$ cat src/hw/rtl/direct_mapped_writeback_cache_tags_core_defines.svh
`ifndef DIRECT_MAPPED_WRITEBACK_CACHE_TAGS_CORE_DEFINES_SVH
`define DIRECT_MAPPED_WRITEBACK_CACHE_TAGS_CORE_DEFINES_SVH

// Assertion helpers, checked on the rising edge and disabled in reset.
`define DMC_ASSERT_SAME(lbl, clk, rst_n, ante, cons, msg) \
    lbl: assert property (@(posedge clk) disable iff (!rst_n) (ante) |-> (cons)) \
        else $error(msg);

`define DMC_ASSERT_NEXT(lbl, clk, rst_n, ante, cons, msg) \
    lbl: assert property (@(posedge clk) disable iff (!rst_n) (ante) |=> (cons)) \
        else $error(msg);

`endif

$ cat src/hw/rtl/dmc_pkg.sv
`default_nettype none

package dmc_pkg;

    // The line count is a power of two.
    localparam int NUM_LINES   = 128;
    localparam int OFFSET_BITS = 5;

    localparam int ADDR_W      = 32;
    localparam int INDEX_BITS  = $clog2(NUM_LINES);
    localparam int TAG_BITS    = ADDR_W - OFFSET_BITS - INDEX_BITS;
    localparam int BLOCK_BYTES = 1 << OFFSET_BITS;
    localparam int RD_BYTES    = (BLOCK_BYTES > 63) ? 63 : BLOCK_BYTES;

    localparam int OFFSET_W    = 5;
    localparam int BLOCK_W     = 27;
    localparam int INDEX_W     = 7;
    localparam int TAG_W       = 20;
    localparam int BYTES_W     = 6;
    localparam int COUNT_W     = 32;

    typedef logic [INDEX_BITS-1:0] index_t;
    typedef logic [TAG_BITS-1:0]   line_tag_t;

    typedef struct packed {
        logic [ADDR_W-1:0] address;
        logic              command;
    } req_t;

    typedef struct packed {
        logic [OFFSET_W-1:0] byte_offset;
        logic [BLOCK_W-1:0]  block_number;
        logic [INDEX_W-1:0]  line_index;
        logic [TAG_W-1:0]    tag;
        logic                miss;
        logic                mem_read;
        logic [BYTES_W-1:0]  mem_read_bytes;
        logic                mem_write;
        logic                replacement;
        logic [TAG_W-1:0]    evicted_tag;
        logic [COUNT_W-1:0]  hit_total;
        logic [COUNT_W-1:0]  miss_total;
    } rsp_t;

    typedef struct packed {
        logic      valid;
        logic      dirty;
        line_tag_t tag;
    } line_t;

    typedef struct packed {
        logic      en;
        index_t    index;
        logic      dirty;
        line_tag_t tag;
    } line_wr_t;

    typedef struct packed {
        logic en;
        logic hit;
    } stat_upd_t;

    localparam logic CMD_READ  = 1'b0;
    localparam logic CMD_WRITE = 1'b1;

    typedef enum logic [1:0] {
        ST_IDLE   = 2'b01,
        ST_LOOKUP = 2'b10
    } state_t;

endpackage

`default_nettype wire

$ cat src/hw/rtl/dmc_tag_store.sv
`default_nettype none

module dmc_tag_store (
    input  wire               clk,
    input  wire               rst_n,
    input  wire               rd_en,
    input  dmc_pkg::index_t   rd_index,
    output dmc_pkg::line_t    rd_line,
    input  dmc_pkg::line_wr_t wr
);
    import dmc_pkg::*;

    typedef struct packed {
        logic      dirty;
        line_tag_t tag;
    } entry_t;

    logic [NUM_LINES-1:0] valid_reg;
    logic [NUM_LINES-1:0] valid_next;
    entry_t               mem [NUM_LINES];
    entry_t               rd_data_reg;
    logic                 rd_valid_reg;

    always_comb
    begin
        valid_next = valid_reg;
        if (wr.en)
        begin
            valid_next[wr.index] = 1'b1;
        end
    end

    always_ff @(posedge clk or negedge rst_n)
    begin
        if (!rst_n)
        begin
            valid_reg <= '0;
        end
        else
        begin
            valid_reg <= valid_next;
        end
    end

    always_ff @(posedge clk)
    begin
        if (wr.en)
        begin
            mem[wr.index] <= '{dirty: wr.dirty, tag: wr.tag};
        end
        if (rd_en)
        begin
            rd_data_reg  <= mem[rd_index];
            rd_valid_reg <= valid_reg[rd_index];
        end
    end

    assign rd_line.valid = rd_valid_reg;
    assign rd_line.dirty = rd_data_reg.dirty;
    assign rd_line.tag   = rd_data_reg.tag;

endmodule

`default_nettype wire

$ cat src/hw/rtl/dmc_stats.sv
`default_nettype none

module dmc_stats (
    input  wire                                clk,
    input  wire                                rst_n,
    input  dmc_pkg::stat_upd_t                 upd,
    output logic [dmc_pkg::COUNT_W-1:0]        hit_total,
    output logic [dmc_pkg::COUNT_W-1:0]        miss_total
);
    import dmc_pkg::*;

    logic [COUNT_W-1:0] hit_reg;
    logic [COUNT_W-1:0] hit_next;
    logic [COUNT_W-1:0] miss_reg;
    logic [COUNT_W-1:0] miss_next;

    // The totals include the reference being counted now.
    assign hit_next   = hit_reg + COUNT_W'(upd.en && upd.hit);
    assign miss_next  = miss_reg + COUNT_W'(upd.en && !upd.hit);
    assign hit_total  = hit_next;
    assign miss_total = miss_next;

    always_ff @(posedge clk or negedge rst_n)
    begin
        if (!rst_n)
        begin
            hit_reg  <= '0;
            miss_reg <= '0;
        end
        else
        begin
            hit_reg  <= hit_next;
            miss_reg <= miss_next;
        end
    end

endmodule

`default_nettype wire

$ cat src/hw/rtl/direct_mapped_writeback_cache_tags_core.sv
// A result is strobed on done after the start transfer is taken, via the lookup state and done_reg.
// No new reference is taken while busy; busy is high for the lookup cycle in which
// the tag memory read data is checked and the updated line is written back.
// The receiver cannot stall: every result is shown for exactly one cycle.
// Reset clears all valid bits and both counters at once; no clearing pass is needed.
`default_nettype none

`include "direct_mapped_writeback_cache_tags_core_defines.svh"

module direct_mapped_writeback_cache_tags_core (
    input  wire           clk,
    input  wire           rst_n,
    input  wire           start,
    output logic          busy,
    input  dmc_pkg::req_t request,
    output logic          done,
    output dmc_pkg::rsp_t result
);
    import dmc_pkg::*;

    state_t             state_reg;
    state_t             state_next;
    req_t               req_reg;
    logic               done_reg;
    rsp_t               result_reg;
    rsp_t               result_next;
    logic               accept;
    logic [ADDR_W-1:0]  blk_in;
    logic [ADDR_W-1:0]  blk;
    logic [ADDR_W-1:0]  tag_full;
    index_t             idx;
    line_tag_t          tag_cur;
    line_t              line;
    line_wr_t           line_wr;
    stat_upd_t          stat_upd;
    logic               hit;
    logic               repl;
    logic [COUNT_W-1:0] hit_total;
    logic [COUNT_W-1:0] miss_total;

    assign busy   = (state_reg == ST_LOOKUP);
    assign accept = start && !busy;
    assign blk_in = request.address >> OFFSET_BITS;

    dmc_tag_store u_tag_store (
        .clk      (clk),
        .rst_n    (rst_n),
        .rd_en    (accept),
        .rd_index (blk_in[INDEX_BITS-1:0]),
        .rd_line  (line),
        .wr       (line_wr)
    );

    assign blk      = req_reg.address >> OFFSET_BITS;
    assign idx      = blk[INDEX_BITS-1:0];
    assign tag_full = blk >> INDEX_BITS;
    assign tag_cur  = tag_full[TAG_BITS-1:0];
    assign hit      = line.valid && (line.tag == tag_cur);
    assign repl     = !hit && line.valid;

    always_comb
    begin
        line_wr.en    = (state_reg == ST_LOOKUP);
        line_wr.index = idx;
        line_wr.tag   = tag_cur;
        if (hit)
        begin
            line_wr.dirty = line.dirty || (req_reg.command == CMD_WRITE);
        end
        else
        begin
            line_wr.dirty = (req_reg.command == CMD_WRITE);
        end
    end

    assign stat_upd.en  = (state_reg == ST_LOOKUP);
    assign stat_upd.hit = hit;

    dmc_stats u_stats (
        .clk        (clk),
        .rst_n      (rst_n),
        .upd        (stat_upd),
        .hit_total  (hit_total),
        .miss_total (miss_total)
    );

    always_comb
    begin
        result_next.byte_offset    = OFFSET_W'(req_reg.address & ADDR_W'(BLOCK_BYTES - 1));
        result_next.block_number   = BLOCK_W'(blk);
        result_next.line_index     = INDEX_W'(idx);
        result_next.tag            = TAG_W'(tag_full);
        result_next.miss           = !hit;
        result_next.mem_read       = !hit;
        result_next.mem_read_bytes = hit ? '0 : BYTES_W'(RD_BYTES);
        result_next.mem_write      = repl && line.dirty;
        result_next.replacement    = repl;
        result_next.evicted_tag    = repl ? TAG_W'(line.tag) : '0;
        result_next.hit_total      = hit_total;
        result_next.miss_total     = miss_total;
    end

    always_comb
    begin
        state_next = state_reg;
        case (state_reg)
            ST_IDLE:
            begin
                if (start)
                begin
                    state_next = ST_LOOKUP;
                end
            end
            ST_LOOKUP:
            begin
                state_next = ST_IDLE;
            end
            default:
            begin
                state_next = ST_IDLE;
            end
        endcase
    end

    always_ff @(posedge clk or negedge rst_n)
    begin
        if (!rst_n)
        begin
            state_reg <= ST_IDLE;
            done_reg  <= 1'b0;
        end
        else
        begin
            state_reg <= state_next;
            done_reg  <= (state_reg == ST_LOOKUP);
        end
    end

    always_ff @(posedge clk)
    begin
        if (accept)
        begin
            req_reg <= request;
        end
        if (state_reg == ST_LOOKUP)
        begin
            result_reg <= result_next;
        end
    end

    assign done   = done_reg;
    assign result = result_reg;

    `DMC_ASSERT_NEXT(a_accept_to_lookup, clk, rst_n, accept, state_reg == ST_LOOKUP, "accepted transfer did not start a lookup")
    `DMC_ASSERT_NEXT(a_lookup_to_done, clk, rst_n, state_reg == ST_LOOKUP, done && !busy, "lookup did not produce one result")
    `DMC_ASSERT_SAME(a_done_once, clk, rst_n, done, $past(state_reg) == ST_LOOKUP && !busy, "result strobe without a lookup")
    `DMC_ASSERT_SAME(a_hit_quiet, clk, rst_n, done && !result.miss, !result.mem_write && !result.replacement && result.evicted_tag == '0, "hit reported memory traffic")
    `DMC_ASSERT_SAME(a_wb_needs_repl, clk, rst_n, done && result.mem_write, result.replacement && result.miss, "writeback without a replaced line")

endmodule

`default_nettype wire
$ cat config.mk
export PLATFORM = sky130hd
export DESIGN_NAME = direct_mapped_writeback_cache_tags_core
export DESIGN_NICKNAME = d
export VERILOG_FILES = /design/src/hw/rtl/dmc_pkg.sv /design/src/hw/rtl/dmc_tag_store.sv /design/src/hw/rtl/dmc_stats.sv /design/src/hw/rtl/direct_mapped_writeback_cache_tags_core.sv
export VERILOG_INCLUDE_DIRS = /design/src /design/src/hw/rtl
export SDC_FILE = /design/constraint.sdc
export NUM_CORES = 2
export LEC_CHECK = 0
export ABC_AREA = 0
export ABC_CLOCK_PERIOD_IN_PS = 6850
export CAP_MARGIN = 20
export CORE_MARGIN = 5
export CORE_UTILIZATION = 40
export CTS_CLUSTER_DIAMETER = 60
export CTS_CLUSTER_SIZE = 12
export DETAILED_ROUTE_END_ITERATION = 12
export DONT_BUFFER_PORTS = 1
export SYNTH_ARGS = -nofsm -noshare
export SYNTH_HDL_FRONTEND = slang
export SYNTH_SLANG_ARGS = --single-unit
$ cat constraint.sdc
create_clock -name clk -period 6.85 [get_ports clk]
set_clock_uncertainty 0.15 [all_clocks]
set_input_delay 1.7125 -clock clk [delete_from_list [all_inputs] [get_ports clk]]
set_output_delay 1.7125 -clock clk [all_outputs]
set_load 0.01 [all_outputs]
* Word level (Yosys, flattened, before mapping) *
Memories as Yosys holds them, arrays and structs flattened. A register that Yosys moved wholly into a read port is not among the register bits.
Index checks and enable logic that the tools add are counted.

word-level totals
  register bits = 381
  latch bits = 0
  memory bits (writable) = 2,688
  ROM bits = 0
  input port bits = 36
  output and inout bits = 155
  logic and storage cells = 50
  memories kept = 1

operators by class
  add/subtract/negate cells = 2
  $mul = 0
  div/mod/pow operators = 0
  order comparisons = 3
  eq/ne operators = 4
  shift-type cells = 0
  muxes and demuxes = 10
  bitwise logic cells = 1
  reductions and logical operators = 10

memories
  name             words  width  read ports  clocked after Yosys merged registers in  wr ports  line                 source
  u_tag_store.mem  128    21     1           1                                        1         dmc_tag_store.sv:20  entry_t mem [NUM_LINES];

operator list
  cell                                                               count
  OR 128 bit                                                         1
  adder 32 x 1 -> 32 bit                                             2
  equality test 20 bit                                               1
  less-than comparator 7 x 8 -> 1 bit, second input constant         2
  binary-select mux 1 bit (select 7 bit)                             1
  demux 1 bit (select 7 bit)                                         1
  greater-or-equal comparator 7 x 1 -> 1 bit, second input constant  1
  logical AND 1 bit                                                  7
  2-to-1 mux 6 bit                                                   1
  2-to-1 mux 1 bit                                                   5
  2-to-1 mux 2 bit                                                   2
  equality test 2 x 1 -> 1 bit, second input constant                1
  equality test 2 bit, second input constant                         1
  zero test 1 bit                                                    2
  != test 2 bit, second input constant                               1
  logical OR 1 bit                                                   1

* Depth between registers and ports, before layout *
  depth in word-level cells = 5
  depth in mapped cells = 13

* By module *
Synthesis repeated with hierarchy kept, for this count alone.

unflattened totals
  cells, all modules = 4,844
  area total of the unflattened synthesis = 116,503.0 µm²

modules (own cells, without submodules)
  module                                   times used  cells an instance  area an instance (µm²)
  dmc_tag_store                            1           4,323              108,200.0
  direct_mapped_writeback_cache_tags_core  1           274                5,420.2
  dmc_stats                                1           247                2,882.8

* Worst setup path before layout *
Ideal clock, no wire load.

  kind = register to register
  start = register state_reg[0]
  end = memory u_tag_store.mem[84][0] (netlist name), enable pin
  setup time = 0.427 ns
  arrival = 5.025 ns
  data required time = 6.273 ns
  slack = 1.249 ns
  stages on the path, launching flop included = 6
  cell sequence = dfstp_2 -> nand2b_1 -> inv_1 -> and2_1 -> nand3_1 -> nor3_1

between the ends
  word-level cells in the longest chain between the ends = 3

RTL lines
  element                                 line                                            source
  from (decl)                             direct_mapped_writeback_cache_tags_core.sv:21   state_t state_reg;
  from (signal assigned)                  direct_mapped_writeback_cache_tags_core.sv:134  state_reg <= state_next;
  equality test 2 bit                     -
  net busy                                direct_mapped_writeback_cache_tags_core.sv:14   output logic busy,
  2-to-1 mux 1 bit                        dmc_tag_store.sv:47                             if (wr.en)
  2-to-1 mux 1 bit (not written as such)  dmc_tag_store.sv:49                             mem[wr.index] <= '{dirty: wr.dirty, tag: wr.tag};
  to (decl)                               dmc_tag_store.sv:20

The timed path passes the listed nets, and every way through them passes these cells.

* Worst setup path in the final report *
  start = input request[8] (netlist name)
  end = register u_tag_store.rd_valid_reg (data pin)

between the ends
  word-level cells in the longest chain between the ends = 2

RTL lines
  element                                 line                                           source
  from (decl)                             direct_mapped_writeback_cache_tags_core.sv:15  input dmc_pkg::req_t request,
  binary-select mux 1 bit (select 7 bit)  dmc_tag_store.sv:54                            rd_valid_reg <= valid_reg[rd_index];
  2-to-1 mux 1 bit (not written as such)  dmc_tag_store.sv:54
  to (signal assigned)                    dmc_tag_store.sv:54
  to (decl)                               dmc_tag_store.sv:22                            logic rd_valid_reg;

Every way passes these cells. The select of a mux whose other input is x is not followed.
A chain may end at the register's enable or synchronous reset.

==> reports/qor.yml <==
layout:
  fill_cells: 23500
  largest_reg_flops: 2688
  drive_gt1_frac: 0.339
  nNetsFinal: 5081
  syn2layout_area_growth_pct: 12.1
  fin_cells: 8961
  final_common_cell: "edfxtp_1"
  final_cell_mix: "edfxtp_1, mux4_2, clkbuf_16, buf_4, dfrtp_1"
clock_network:
  clk_path_buf_depth: 4
  htree_levels: 5
  cts_buffers: 300
  cts_root_buf: "clkbuf_16"
  path_clk_slew_ps: 60
  hold_buffers: 0
  cts.sink_count: 3057
  cts_tree: "done"
  cts_setup_buffers: 0
  cts_resized: 0
  insertion_delay_ps: 890
synthesis:
  synthArstFlopShare: 0.0638
  yosysSeqAreaShare: 0.783
  synth_edf_count: 2862
  synth_area_leaders: "edfxtp_1, mux4_2, dfrtp_1"
  synth.ff_latch_count: 3057
  syn_inst: 4784
  yosysTopAreaCell: "edfxtp_1"
  synthFlopType: "edfxtp_1"
  synth_cell_types: 29
  ys_warn_count: 0
  synth_top_area_share: 0.740
  avgSynthCellArea_um2: 24.3
  synthesis.area_mm2: 0.116
detailed_routing:
  via_per_inst: 5.99
  wl_um: 316000
  drt_first_pass_iters: 6
  antenna_left: 0
  avgRoutedWirePerCell_um: 35.3
  vias: 53600
  initialDrtViolationCount: 7366
  drc: 0
setup_path:
  crit_fanout: 705
  cp_data_arrival_time_ps: 6820
  crit_type: "primary input to flop"
  startpoint_type: "primary input"
  worstSetupEndpointType: "flop"
  crit_required_ps: 7320
sta:
  timing.final.crit_period_ps: 6350
  hold_violations: 0
  rsz0062_at_grt: "no"
  drv_slew: 567
  finalCritPeriodShare: 0.926
  worst_slew_pin_slew_ps: 4400
  fmaxAchievable_ghz: 0.158
  final-setup-viol-count: 0
  tns_ps: 0
  slew_headroom: -1.94
outcome:
  violations: "max-slew violations"
  outcome: "finished with violations"
global_routing:
  grt_max_degree: 706
  antenna_found_initial: 30
  grt_remaining_overflow: 0
  track_usage: 0.208
  grt_pass1_vias: 53700
  grt_pass1_wl_um: 438000
placement:
  gp_congestion: 0.807
  hpwl_um: 164000
  placed_cells: 8517
  io_buffers: 0
die:
  ios: 191
  dieHeight_um: 549
  core_mm2: 0.288
  initial_core_util: 0.402
  die-area_mm2: 0.301
  fp-row-count: 197
  die_w_um: 549
hold_path:
  hp-class: "flop to flop"
pwr:
  power_density_mw_per_mm2: 286
  ir_drop_uv: 209
  p_leak_nw: 41.2
run:
  cap_violations: 0
-- synth_stat cells, types with 16 or more instances --
library cell     n
nand2_1         35
nand3_1         29
buf_1           31
xor2_1          16
buf_2           53
or2_2          128
nand4_1         30
and2_1          26
edfxtp_1      2862
mux4_2         924
nor2_1         145
dfrtp_1        194
buf_4           40
mux2_2          22
xnor2_1         64
clkbuf_1       133
-- logic make-up (layout without fill, tap and decap cells) --
kind of cell    Yosys count  after routing  synth area share
compound gates            2              2          0.000129
xor+xnor                 80             80           0.00604
fa+ha+maj                 4              4          0.000431
buf+inv                 265            620            0.0104
flops                  3057           3057             0.783
mux                     946            946             0.181
other cells               1             42         0.0000323
simple gates            429            429            0.0190
-- metrics by stage --
| stage | util | area [µm²] | setup WS, ps | hold slack (ps) | total power, mW |
|---|---|---|---|---|---|
| global placement | 0.422 | 122000 | -236 | 255 | 22.7 |
| detailed placement | 0.422 | 122000 | -228 | 255 | 22.7 |
| finish | 0.451 | 130000 | 504 | 269 | 37.2 |
| global route | 0.451 | 130000 | 85.2 | 276 | 38.3 |
| CTS | 0.451 | 130000 | 700 | 268 | 37.4 |
| floorplan | - | 116000 | 1250 | 250 | 22.2 |
-- final cells by class --
class / count / area (µm²) / area share
multi-input cells: 1466 / 24400 / 0.187
clock inverters: 21 / 269 / 0.00207
flip-flops and latches: 3057 / 90800 / 0.698
inverters: 8 / 35.0 / 0.000269
clock buffers: 383 / 8010 / 0.0616
repair buffers: 208 / 1770 / 0.0136
well taps: 3781 / 4730 / 0.0364
diodes: 37 / 92.6 / 0.000712
-- layer usage --
layer  wire [µm]  vias to the layer above  track usage  share of wire
met5          74                        -            0        0.00023
met4       11500                       10       0.0753          0.037
met3       27700                      561       0.0411          0.088
met2      155000                     2803        0.339           0.49
met1      122000                    29600        0.279           0.39
li1            -                    20700            -              -
-- critical path: stages --
cell    delay [ps]
mux4_2        1280
mux4_2         650
mux4_2         720
mux2_2         360
-- final timing paths --
kind                            cells past startpoint                  from                                    end  slack, ps
worst max-delay path                                4            request[8]     u_tag_store.rd_valid_reg$_DFFE_PP_        500
worst min-delay path                                0  req_reg[3]$_DFFE_PP_                  result[150]$_DFFE_PP_        270
worst max register to register                     15     blk[15]$_DFFE_PP_                   result[48]$_DFFE_PP_       2690
worst min register to register                      0  req_reg[3]$_DFFE_PP_                  result[150]$_DFFE_PP_        270
max in group asynchronous                           0                 rst_n  u_tag_store.valid_reg[83]$_DFFE_PN0P_       5650
min in group asynchronous                           0                 rst_n  u_tag_store.valid_reg[36]$_DFFE_PN0P_        390
-- power breakdown --
| group | total [mW] | switching, mW | internal (mW) |
|---|---|---|---|
| sequential | 20.7 | 0.127 | 20.6 |
| clock | 14.9 | 6.63 | 8.23 |
| combinational | 1.63 | 0.881 | 0.752 |
| total | 37.2 | 7.63 | 29.6 |
(Power assumes the default switching activity.)
